--- config.mk ---
export PLATFORM = sky130hd
export DESIGN_NAME = base64_stream_decoder_core_flat
export DESIGN_NICKNAME = d
export VERILOG_FILES = /design/src/design/b64d_pkg.sv /design/src/design/b64d_if.sv /design/src/design/base64_stream_decoder_core.sv /design/src/flat_wrapper.sv
export VERILOG_INCLUDE_DIRS = /design/src /design/src/design
export SDC_FILE = /design/constraint.sdc
export NUM_CORES = 1
export LEC_CHECK = 0
export ABC_AREA = 1
export BUFFER_PORTS_ARGS = -buffer_cell sky130_fd_sc_hd__clkbuf_2
export CORE_UTILIZATION = 40
export CTS_BUF_LIST = sky130_fd_sc_hd__clkbuf_2
export CTS_CLUSTER_SIZE = 16
export DETAILED_ROUTE_END_ITERATION = 6
export PLACE_DENSITY = 0.63
export SETUP_SLACK_MARGIN = 0.1
export SYNTH_ARGS = -nofsm -noshare
export SYNTH_HDL_FRONTEND = slang
export SYNTH_SLANG_ARGS = --single-unit
--- constraint.sdc ---
create_clock -name clk -period 2.55 [get_ports clk]
set_input_delay 0.51 -clock clk [delete_from_list [all_inputs] [get_ports clk]]
set_output_delay 0.51 -clock clk [all_outputs]
set_load 0.01 [all_outputs]
--- src/design/base64_stream_decoder_core_defines.svh ---
// ----------------------------------------------------------------------------
// base64 stream decoder assertion macros
// Shared concurrent assertion forms used at the end of the top level.
// ----------------------------------------------------------------------------
`ifndef BASE64_STREAM_DECODER_CORE_DEFINES_SVH
`define BASE64_STREAM_DECODER_CORE_DEFINES_SVH

// same-cycle implication, checked outside reset
`define B64D_ASSERT_SAME(label, clk, rst_n, ante, cons) \
    label: assert property (@(posedge clk) disable iff (!rst_n) (ante) |-> (cons)) \
        else $error("b64d same-cycle check failed");

// next-cycle implication, checked outside reset
`define B64D_ASSERT_NEXT(label, clk, rst_n, ante, cons) \
    label: assert property (@(posedge clk) disable iff (!rst_n) (ante) |=> (cons)) \
        else $error("b64d next-cycle check failed");

`endif

--- src/design/b64d_pkg.sv ---
// ----------------------------------------------------------------------------
// b64d_pkg
// Types, status codes and the character map of the base64 stream decoder.
// ----------------------------------------------------------------------------
`default_nettype none

package b64d_pkg;

    typedef enum logic [1:0] {
        STATUS_OK         = 2'd0,
        STATUS_BAD_SYMBOL = 2'd1,
        STATUS_BAD_LENGTH = 2'd2
    } status_t;

    typedef struct packed {
        logic [7:0] data_byte;
        logic       byte_valid;
        status_t    status;
        logic       message_done;
    } result_t;

    typedef struct packed {
        logic       ok;
        logic [5:0] value;
    } sextet_t;

    // result queue depth, must hold at least one full group of three beats
    localparam int QUEUE_DEPTH = 6;

    function automatic sextet_t map_symbol(input logic [7:0] ch);
        sextet_t s;
        s.ok    = 1'b1;
        s.value = 6'd0;
        // 'A'..'Z', 'a'..'z', '0'..'9', '+', '/'
        if (ch >= 8'h41 && ch <= 8'h5a)
            s.value = 6'(ch - 8'd65);
        else if (ch >= 8'h61 && ch <= 8'h7a)
            s.value = 6'(ch - 8'd71);
        else if (ch >= 8'h30 && ch <= 8'h39)
            s.value = 6'(ch + 8'd4);
        else if (ch == 8'h2b)
            s.value = 6'd62;
        else if (ch == 8'h2f)
            s.value = 6'd63;
        else
            s.ok = 1'b0;
        return s;
    endfunction

endpackage

`default_nettype wire

--- src/design/b64d_if.sv ---
// ----------------------------------------------------------------------------
// b64d channel interfaces
// Valid/ready channels for input characters and decoded result beats.
// ----------------------------------------------------------------------------
`default_nettype none

interface b64d_char_if;
    logic       valid;
    logic       ready;
    logic [7:0] symbol;
    logic       end_of_text;

    modport source (output valid, output symbol, output end_of_text, input ready);
    modport sink   (input valid, input symbol, input end_of_text, output ready);
endinterface

interface b64d_byte_if;
    logic       valid;
    logic       ready;
    logic [7:0] data_byte;
    logic       byte_valid;
    logic [1:0] status;
    logic       message_done;

    modport source (output valid, output data_byte, output byte_valid,
                    output status, output message_done, input ready);
    modport sink   (input valid, input data_byte, input byte_valid,
                    input status, input message_done, output ready);
endinterface

`default_nettype wire

--- src/design/base64_stream_decoder_core.sv ---
// ----------------------------------------------------------------------------
// base64_stream_decoder_core
// Decodes one base64 character per beat into byte beats with message status.
// ----------------------------------------------------------------------------
// channel   | dir | payload
// chars     | in  | symbol[7:0], end_of_text
// decoded   | out | data_byte[7:0], byte_valid, status[1:0], message_done
//
// a character is taken every cycle while the result queue has room for three
// beats; the fourth character of a group pushes up to three beats at once
// result beats leave the queue one per cycle while decoded.ready is high
// a stalled output backs up into the queue and then drops chars.ready
// reset clears the group state, the error flag and the queue
`default_nettype none

`include "base64_stream_decoder_core_defines.svh"

module base64_stream_decoder_core #(
    parameter int DEPTH = b64d_pkg::QUEUE_DEPTH
) (
    input  wire logic        clk,
    input  wire logic        rst_n,
    b64d_char_if.sink        chars,
    b64d_byte_if.source      decoded
);

    localparam int PTR_W = $clog2(DEPTH);
    localparam int CNT_W = $clog2(DEPTH + 1);
    localparam logic [PTR_W:0]   DEPTH_W    = (PTR_W + 1)'(DEPTH);
    localparam logic [CNT_W-1:0] ROOM_LIMIT = CNT_W'(DEPTH - 3);

    logic [1:0]          group_position_reg, group_position_next;
    logic [5:0]          sextet_first_reg, sextet_first_next;
    logic [5:0]          sextet_second_reg, sextet_second_next;
    logic [5:0]          sextet_third_reg, sextet_third_next;
    logic                third_ok_reg, third_ok_next;
    b64d_pkg::status_t   error_code_reg, error_code_next;

    b64d_pkg::result_t   fifo_mem [DEPTH];
    logic [PTR_W-1:0]    wr_ptr_reg, rd_ptr_reg;
    logic [CNT_W-1:0]    count_reg;

    logic                in_fire, out_fire;
    b64d_pkg::sextet_t   sym;
    logic [23:0]         word;
    b64d_pkg::status_t   stat;
    b64d_pkg::result_t   res [3];
    logic [1:0]          push_n;

    function automatic logic [PTR_W-1:0] ptr_add(input logic [PTR_W-1:0] p,
                                                  input logic [1:0] k);
        logic [PTR_W:0] s;
        s = {1'b0, p} + (PTR_W + 1)'(k);
        if (s >= DEPTH_W)
            s = s - DEPTH_W;
        return s[PTR_W-1:0];
    endfunction

    assign in_fire  = chars.valid && chars.ready;
    assign out_fire = decoded.valid && decoded.ready;
    assign sym      = b64d_pkg::map_symbol(chars.symbol);
    assign word     = {sextet_first_reg, sextet_second_reg, sextet_third_reg, sym.value};

    assign chars.ready = (count_reg <= ROOM_LIMIT);

    // result beats and next group state for the character on the port
    always_comb
    begin
        for (int k = 0; k < 3; k++)
        begin
            res[k] = '{data_byte: 8'd0, byte_valid: 1'b0,
                       status: b64d_pkg::STATUS_OK, message_done: 1'b0};
        end
        push_n = 2'd0;

        group_position_next = group_position_reg + 2'd1;
        sextet_first_next   = sextet_first_reg;
        sextet_second_next  = sextet_second_reg;
        sextet_third_next   = sextet_third_reg;
        third_ok_next       = third_ok_reg;
        error_code_next     = error_code_reg;

        if (error_code_reg == b64d_pkg::STATUS_OK)
        begin
            unique case (group_position_reg)
                2'd0:
                begin
                    if (sym.ok)
                        sextet_first_next = sym.value;
                    else
                        error_code_next = b64d_pkg::STATUS_BAD_SYMBOL;
                end
                2'd1:
                begin
                    if (sym.ok)
                        sextet_second_next = sym.value;
                    else
                        error_code_next = b64d_pkg::STATUS_BAD_SYMBOL;
                end
                2'd2:
                begin
                    sextet_third_next = sym.value;
                    third_ok_next     = sym.ok;
                end
                2'd3:
                begin
                    res[0].data_byte  = word[23:16];
                    res[0].byte_valid = 1'b1;
                    if (third_ok_reg)
                    begin
                        res[1].data_byte  = word[15:8];
                        res[1].byte_valid = 1'b1;
                        res[2].data_byte  = word[7:0];
                        res[2].byte_valid = sym.ok;
                    end
                    else
                    begin
                        res[1].data_byte  = word[7:0];
                        res[1].byte_valid = sym.ok;
                    end
                    push_n = 2'd1 + 2'(third_ok_reg) + 2'(sym.ok);
                end
                default: ;
            endcase
        end

        stat = (group_position_reg == 2'd3) ? error_code_reg
                                            : b64d_pkg::STATUS_BAD_LENGTH;
        if (chars.end_of_text)
        begin
            // an ok status only happens on a decoded fourth char, so push_n > 0
            if (stat == b64d_pkg::STATUS_OK)
            begin
                res[push_n - 2'd1].message_done = 1'b1;
            end
            else
            begin
                res[0] = '{data_byte: 8'd0, byte_valid: 1'b0,
                           status: stat, message_done: 1'b1};
                push_n = 2'd1;
            end
            group_position_next = 2'd0;
            sextet_first_next   = 6'd0;
            sextet_second_next  = 6'd0;
            sextet_third_next   = 6'd0;
            third_ok_next       = 1'b0;
            error_code_next     = b64d_pkg::STATUS_OK;
        end

        if (!in_fire)
            push_n = 2'd0;
    end

    always_ff @(posedge clk or negedge rst_n)
    begin
        if (!rst_n)
        begin
            group_position_reg <= 2'd0;
            sextet_first_reg   <= 6'd0;
            sextet_second_reg  <= 6'd0;
            sextet_third_reg   <= 6'd0;
            third_ok_reg       <= 1'b0;
            error_code_reg     <= b64d_pkg::STATUS_OK;
        end
        else if (in_fire)
        begin
            group_position_reg <= group_position_next;
            sextet_first_reg   <= sextet_first_next;
            sextet_second_reg  <= sextet_second_next;
            sextet_third_reg   <= sextet_third_next;
            third_ok_reg       <= third_ok_next;
            error_code_reg     <= error_code_next;
        end
    end

    // result queue storage
    always_ff @(posedge clk)
    begin
        for (int k = 0; k < 3; k++)
        begin
            if (2'(k) < push_n)
                fifo_mem[ptr_add(wr_ptr_reg, 2'(k))] <= res[k];
        end
    end

    always_ff @(posedge clk or negedge rst_n)
    begin
        if (!rst_n)
        begin
            wr_ptr_reg <= '0;
            rd_ptr_reg <= '0;
            count_reg  <= '0;
        end
        else
        begin
            wr_ptr_reg <= ptr_add(wr_ptr_reg, push_n);
            if (out_fire)
                rd_ptr_reg <= ptr_add(rd_ptr_reg, 2'd1);
            count_reg <= count_reg + CNT_W'(push_n) - CNT_W'(out_fire);
        end
    end

    assign decoded.valid        = (count_reg != '0);
    assign decoded.data_byte    = fifo_mem[rd_ptr_reg].data_byte;
    assign decoded.byte_valid   = fifo_mem[rd_ptr_reg].byte_valid;
    assign decoded.status       = fifo_mem[rd_ptr_reg].status;
    assign decoded.message_done = fifo_mem[rd_ptr_reg].message_done;

    `B64D_ASSERT_SAME(a_count_bound, clk, rst_n, 1'b1, count_reg <= CNT_W'(DEPTH))
    `B64D_ASSERT_NEXT(a_last_clears_group, clk, rst_n, in_fire && chars.end_of_text,
        group_position_reg == 2'd0 && error_code_reg == b64d_pkg::STATUS_OK)
    `B64D_ASSERT_NEXT(a_group_pushes, clk, rst_n,
        in_fire && group_position_reg == 2'd3 && error_code_reg == b64d_pkg::STATUS_OK,
        count_reg != '0)
    `B64D_ASSERT_NEXT(a_error_sticky, clk, rst_n,
        error_code_reg != b64d_pkg::STATUS_OK && !(in_fire && chars.end_of_text),
        error_code_reg != b64d_pkg::STATUS_OK)

endmodule

`default_nettype wire
--- src/flat_wrapper.sv ---
// flat-port wrapper written by rule: the top's interface ports become plain ports
module base64_stream_decoder_core_flat 
#(
    parameter int DEPTH = b64d_pkg::QUEUE_DEPTH
)
  (clk, rst_n, chars_valid, chars_symbol, chars_end_of_text, chars_ready, decoded_valid, decoded_data_byte, decoded_byte_valid, decoded_status, decoded_message_done, decoded_ready);
  b64d_char_if chars_i ();
  b64d_byte_if decoded_i ();
  input  wire logic clk;
  input  wire logic rst_n;
  input wire logic [$bits(chars_i.valid)-1:0] chars_valid;
  input wire logic [$bits(chars_i.symbol)-1:0] chars_symbol;
  input wire logic [$bits(chars_i.end_of_text)-1:0] chars_end_of_text;
  output wire logic [$bits(chars_i.ready)-1:0] chars_ready;
  output wire logic [$bits(decoded_i.valid)-1:0] decoded_valid;
  output wire logic [$bits(decoded_i.data_byte)-1:0] decoded_data_byte;
  output wire logic [$bits(decoded_i.byte_valid)-1:0] decoded_byte_valid;
  output wire logic [$bits(decoded_i.status)-1:0] decoded_status;
  output wire logic [$bits(decoded_i.message_done)-1:0] decoded_message_done;
  input wire logic [$bits(decoded_i.ready)-1:0] decoded_ready;
  assign chars_i.valid = chars_valid;
  assign chars_i.symbol = chars_symbol;
  assign chars_i.end_of_text = chars_end_of_text;
  assign chars_ready = chars_i.ready;
  assign decoded_valid = decoded_i.valid;
  assign decoded_data_byte = decoded_i.data_byte;
  assign decoded_byte_valid = decoded_i.byte_valid;
  assign decoded_status = decoded_i.status;
  assign decoded_message_done = decoded_i.message_done;
  assign decoded_i.ready = decoded_ready;
  base64_stream_decoder_core #(.DEPTH(DEPTH)) u_core (.clk(clk), .rst_n(rst_n), .chars(chars_i), .decoded(decoded_i));
endmodule
==> impl_metrics.tcl, run 1 <==
set metrics [dict create \
    gr-total-overflow 0 \
    avgViaCountPerCell 5.22 \
    path_max_fanout 5 \
    grt_pass1_vias 6073 \
    drc 0 \
    leakage_nw 4.13 \
    die_y_um 134 \
    hpwl_mm 16.4 \
    synth_compound_area_share_pct 9.21 \
    crit_path_end_kind "output port" \
    area_growth_pct 27.6 \
    reg2reg_slack_ps 230 \
    power_mw 6.40 \
    cts_tree "yes" \
    path_cells "inv_4 -> buf_12 -> clkbuf_16 -> buf_4 -> nor2_1 -> o22ai_2 -> buf_2" \
    setup_violations 1 \
    finalNonFillerCells 1271 \
    dieArea_um2 17900 \
    slowest_stage "dfrtp_2" \
    cts_buffer_depth 2 \
    synth_seq_cells 103 \
    yosys.area_share.simple_pct 35.3 \
    fin_nets 1085 \
    clk_pin_slew_ps 310 \
    r2r_start "u_core.group_position_reg[1]" \
    largest_register_ffs 72 \
    tightestPinTransition_ps 835 \
    grt_max_degree 32 \
    worstPathRequired_ps 2040 \
    slew_violations 0 \
    yosysWarnings 0 \
    ios 27 \
    period_needed_ps 2580 \
    grt_pass1_wl_mm 33.1 \
    cp.depth 7 \
    rows 47 \
    synth_top_family_by_area "simple AND/OR/NAND/NOR gates" \
    critPathLaunch "u_core.rd_ptr_reg[0]" \
    gp_congestion 0.972 \
    crit_type "flop to output port" \
    violations "setup timing" \
    io_buffers 26 \
    maxCapViolations 0 \
    synth_area_um2 6940 \
    timing.slew.headroom_pct 43.9 \
    critPathMaxStageDelay_ps 520 \
    crit_end "decoded_data_byte[6]" \
    finalHoldViolCount 0 \
    ys_types 40 \
    synth_xor_area_share_pct 1.64 \
    core-area_um2 16800 \
    powerDensity_nw_per_um2 723 \
    first_pass_iters 6 \
    finalClockSkew_ps 38.0 \
    antenna_found_initial 2 \
    reg2reg_depth 12 \
    synthMuxAreaShare_pct 0 \
    yosysSeqAreaShare_pct 42.3 \
    worstPathArrival_ps 2070 \
    htree_levels 3 \
    max_freq_mhz 387 \
    regMostFlops "u_core.fifo_mem" \
    cts_sinks 103 \
    num_vias 6638 \
    crit_buf_inv 5 \
    drt_iter0_drc 708 \
    grt_usage_pct 24.4 \
    peakVddDrop_v 0.000751 \
    drt-total-wl_mm 21.5 \
    rsz0062_at_grt "yes" \
    min_path_type "input port to flop" \
    reg2reg_to "u_core.wr_ptr_reg[1]" \
    drive_gt1_share_pct 27.9 \
    initial_core_util_pct 41.4 \
    cts_buffers 9 \
    synth_fa_ha_area_share_pct 5.45 \
    synth_area_per_cell_um2 7.53 \
    fin_ws_ps -33.8 \
    wire_per_inst_um 16.9 \
    synth_nets 963 \
    antenna_left 0 \
    synthCells 921 \
    cts_root_buf "clkbuf_2" \
    crit_family "buffers and inverters" \
    status "finished with violations" \
    worstSkewPairLatency_ps 660 \
    dpl.cell_count 1232 \
    die_w_um 134 \
    post-route-period-util_pct 101 \
    critPathLaunchType "flop" \
]
==> per-layer routing <==
layer / share of wire [%] / vias to the layer above / track usage [%] / wire [um]
met3: 5.7 / 34 / 3.54 / 1220
met2: 49 / 227 / 40.4 / 10400
met4: 2.2 / 0 / 6.19 / 468
met5: 0 / - / 0 / 0
met1: 44 / 3093 / 33.2 / 9380
li1: - / 3284 / - / -
==> placed cells by master, fill, tap and decap left out, types with 6 or more instances in the layout <==
master    synthesis  final
ha_1             27     21
nand2_2           6     13
a32o_1           12      9
clkbuf_2          0     22
nand3_2           4     35
edfxtp_1         72     72
buf_4             1     96
buf_6             2      6
nor2_4            7     11
buf_12            0      6
a21oi_1          26     24
nor2_1           44     39
buf_2             5     13
dfrtp_1          31     27
xor2_1            9      9
inv_1            59     54
nand2_1         391    382
nor2_2            8     10
nand3_1          82     41
o21ai_0          49     48
inv_2            15     15
nand4_1           6      6
nand3_4           1     12
o22ai_1          13      8
==> what timing repair did <==
action | 4_1_cts | 5_1_grt
pin swaps | 0 | 13
setup buffers | 7 | 7
setup endpoints to repair | 18 | 117
gates resized for setup | 13 | 42
hold buffers | 1 | 0
endpoints found under the hold margin | 31 | 0
gates cloned | 1 | 4
==> kinds of logic after synthesis <==
group | count (synthesis)
AOI/OAI and AO/OA | 109
xor gates and xnor gates | 13
adders and majority gates | 29
buffers and inverters | 105
DFF | 103
and+or+nand+nor | 562
==> where the power goes <==
group / switching (mW) / internal [mW] / total [mW]
Combinational: 1.91 / 1.38 / 3.29
Sequential: 0.210 / 2.11 / 2.32
Clock: 0.622 / 0.162 / 0.784
==> worst reg2reg max path, stage by stage (launching register included) <==
cell and delay, ps:
dfrtp_1 480, ha_1 220, inv_2 100, nor2_8 40
buf_4 210, nand3_4 130, buf_4 200, inv_1 90
ha_1 280, a21oi_1 60, or2_2 300, nand3_1 70
o21ai_0 80
==> cells in the mapped netlist <==
library cell / instances / area, um2
nor2_1: 44 / 165
buf_4: 1 / 7.51
a21oi_1: 26 / 130
inv_6: 1 / 8.76
o211ai_1: 1 / 7.51
clkbuf_1: 14 / 52.6
nand2_4: 1 / 11.3
buf_1: 6 / 22.5
buf_2: 5 / 25.0
nand4_1: 6 / 37.5
a31oi_1: 2 / 12.5
buf_6: 2 / 22.5
nand3b_1: 2 / 15.0
o21ai_1: 1 / 5.00
nand4_2: 2 / 25.0
dfrtp_1: 31 / 776
inv_1: 59 / 221
o21ai_0: 49 / 245
nand3_1: 82 / 410
inv_2: 15 / 56.3
xor2_1: 9 / 78.8
fa_1: 2 / 40.0
nand2_2: 6 / 37.5
nand3_2: 4 / 40.0
nor2_8: 2 / 40.0
clkinv_1: 2 / 7.51
a21boi_0: 3 / 22.5
edfxtp_1: 72 / 2160
o21a_1: 2 / 15.0
a32o_1: 12 / 120
nor2_4: 7 / 78.8
nand2_1: 391 / 1470
nand3_4: 1 / 17.5
nor2_2: 8 / 50.1
ha_1: 27 / 338
nor3_1: 2 / 10.0
nand4_4: 1 / 21.3
xnor2_1: 4 / 35.0
or2_2: 3 / 18.8
o22ai_1: 13 / 81.3
==> metrics by stage <==
step | area, um2 | util [%] | setup WS (ps) | setup TNS, ps | hold WS [ps]
6_report | 8850 | 52.8 | -33.8 | -33.8 | 112
5_1_grt | 8850 | 52.8 | -117 | -1080 | 74.7
4_1_cts | 8650 | 51.6 | -53.3 | -356 | 82.3
3_5_place_dp | 8390 | 50.1 | -569 | -66490 | 476
3_3_place_gp | 8390 | 50.1 | -530 | -59350 | 460
2_1_floorplan | 7360 | - | -416 | -14600 | 214
==> area by class of cell <==
cell class              count  area [um2]
flip-flops and latches    103        2940
well taps                 220         275
repair buffers            137        1100
diodes                      3        7.51
inverters                  77         315
clock inverters             7        73.8
fillers                  1608        7910
clock buffers               9        45.0
multi-input cells         715        4090
==> how the worst min path moves through the flow <==
stage / endpoint / startpoint / cells after the start
floorplan: u_core.count_reg[0] / rst_n / 0
global placement: u_core.count_reg[2] / u_core.count_reg[2] / 1
detailed placement: u_core.count_reg[2] / u_core.count_reg[2] / 1
CTS: u_core.error_code_reg[0] / chars_end_of_text / 2
global route: u_core.rd_ptr_reg[0] / decoded_ready / 3
finish: u_core.rd_ptr_reg[0] / decoded_ready / 3
Power figures use the tool's default switching activity.
==> run 2, diff against run 1 <==
SETUP_SLACK_MARGIN = 0.15   (was 0.1)
==> impl_metrics.tcl, run 2 (synthesis gave the netlist of run 1 again) <==
set metrics [dict create \
    powerDensity_nw_per_um2 720 \
    peakVddDrop_v 0.000753 \
    maxCapViolations 0 \
    gp_congestion 0.972 \
    leakage_nw 4.20 \
    cts_buffer_depth 2 \
    grt_usage_pct 24.4 \
    finalClockSkew_ps 41.0 \
    reg2reg_slack_ps 250 \
    wire_per_inst_um 17.1 \
    worstPathArrival_ps 2070 \
    core-area_um2 16800 \
    ios 27 \
    fin_nets 1094 \
    fin_ws_ps -33.6 \
    antenna_found_initial 2 \
    io_buffers 26 \
    slowest_stage "dfrtp_2" \
    tightestPinTransition_ps 885 \
    final_cell_mix "nand2_1 (370), buf_4 (98), edfxtp_1 (72)" \
    drt-total-wl_mm 21.8 \
    regMostFlops "u_core.fifo_mem" \
    min_path_type "input port to flop" \
    first_pass_iters 6 \
    finalHoldViolCount 0 \
    grt_max_degree 32 \
    slew_violations 0 \
    num_vias 6755 \
    cts_sinks 103 \
    dpl_worst_slack_ps -569 \
    violations "setup timing" \
    path_max_fanout 5 \
    drc 0 \
    grt_pass1_wl_mm 33.1 \
    cts_buffers 9 \
    drt_iter0_drc 594 \
    max_freq_mhz 387 \
    die_y_um 134 \
    crit_path_end_kind "output port" \
    antenna_left 0 \
    grt_pass1_vias 6078 \
    hpwl_mm 16.4 \
    largest_register_ffs 72 \
    crit_type "flop to output port" \
    final_common_cell "nand2_1" \
    area_growth_pct 30.3 \
    avgViaCountPerCell 5.28 \
    timing.slew.headroom_pct 40.5 \
    critPathMaxStageDelay_ps 520 \
    rows 47 \
    fin_hold_ws_ps 115 \
    setup_violations 1 \
    initial_core_util_pct 41.4 \
    drive_gt1_share_pct 30.3 \
    worstPathRequired_ps 2040 \
    critPathLaunchType "flop" \
    dieArea_um2 17900 \
    clk_pin_slew_ps 310 \
    htree_levels 3 \
    worstSkewPairLatency_ps 660 \
    post-route-period-util_pct 101 \
    gr-total-overflow 0 \
    rsz0062_at_grt "yes" \
    period_needed_ps 2580 \
    cts_root_buf "clkbuf_2" \
    path_cells "inv_4 -> buf_12 -> clkbuf_16 -> buf_4 -> nor2_1 -> o22ai_2 -> buf_2" \
    die_w_um 134 \
    status "finished with violations" \
    cts_tree "yes" \
]
## run 2: cell types whose count changed in the layout (fill, tap and decap cells not counted), sizes merged
cell / previous run / this run
clkbuf: 23 / 22
nor2: 62 / 61
clkinv: 3 / 4
buf: 122 / 132
## run 2: cell type report
class,count,area (um2)
Sequential cell,103,2940
Multi-Input combinational cell,714,4160
Clock buffer,9,45.0
Tap cell,220,275
Timing Repair inverter,1,6.26
Fill cell,1587,7720
Inverter,77,320
Clock inverter,7,73.8
Antenna cell,3,7.51
Timing Repair Buffer,146,1210
## run 2: metrics by stage
step | TNS (ps) | cells | power [mW] | utilization, % | area, um2
after CTS | -356 | 1257 | 6.20 | 51.7 | 8660
after detailed placement | -66490 | 1232 | 5.19 | 50.1 | 8390
after global routing | -1110 | 1280 | 6.96 | 53.9 | 9040
after floorplan | -14600 | 921 | 4.22 | - | 7360
after global placement | -59350 | 1232 | 5.13 | 50.1 | 8390
final | -33.6 | 1280 | 6.51 | 53.9 | 9040
## run 2: worst max-delay path, delay by kind of cell (launching register included)
kind / cells / cell delay, ps
compound gates: 1 / 120
simple gates: 1 / 140
flops: 1 / 520
buf+inv: 5 / 640
## run 2: report_power, final
group | switching (mW) | internal [mW] | leakage [nW]
Combinational | 1.96 | 1.43 | 3.10
Sequential | 0.213 | 2.11 | 1.03
Clock | 0.630 | 0.162 | 0.0673
Total | 2.81 | 3.70 | 4.20
## run 2: metal layers
layer,global-route usage [%],routed length (um),vias up
li1,-,-,3295
met1,33.3,9390,3179
met2,40.4,10700,252
met3,3.54,1370,29
met4,6.19,419,0
met5,0,0,-
## run 2: path summary, 6_finish.rpt
path	cells after the start	from	endpoint
max in group asynchronous	2	rst_n	u_core.wr_ptr_reg[2]
hold reg to reg	1	u_core.count_reg[2]	u_core.count_reg[2]
setup / recovery	7	u_core.rd_ptr_reg[0]	decoded_data_byte[6]
hold / removal	3	decoded_ready	u_core.rd_ptr_reg[0]
min in group asynchronous	2	rst_n	u_core.sextet_second_reg[5]
setup reg to reg	12	u_core.group_position_reg[0]	u_core.wr_ptr_reg[2]
## run 2: what timing repair did
| action | in CTS | in global routing |
|---|---|---|
| gates cloned | 1 | 5 |
| hold buffers | 1 | 0 |
| setup buffers | 7 | 15 |
| pin swaps | 1 | 30 |
| hold endpoints to repair | 31 | 0 |
| endpoints found under the setup margin | 26 | 135 |
| resized for setup | 14 | 75 |
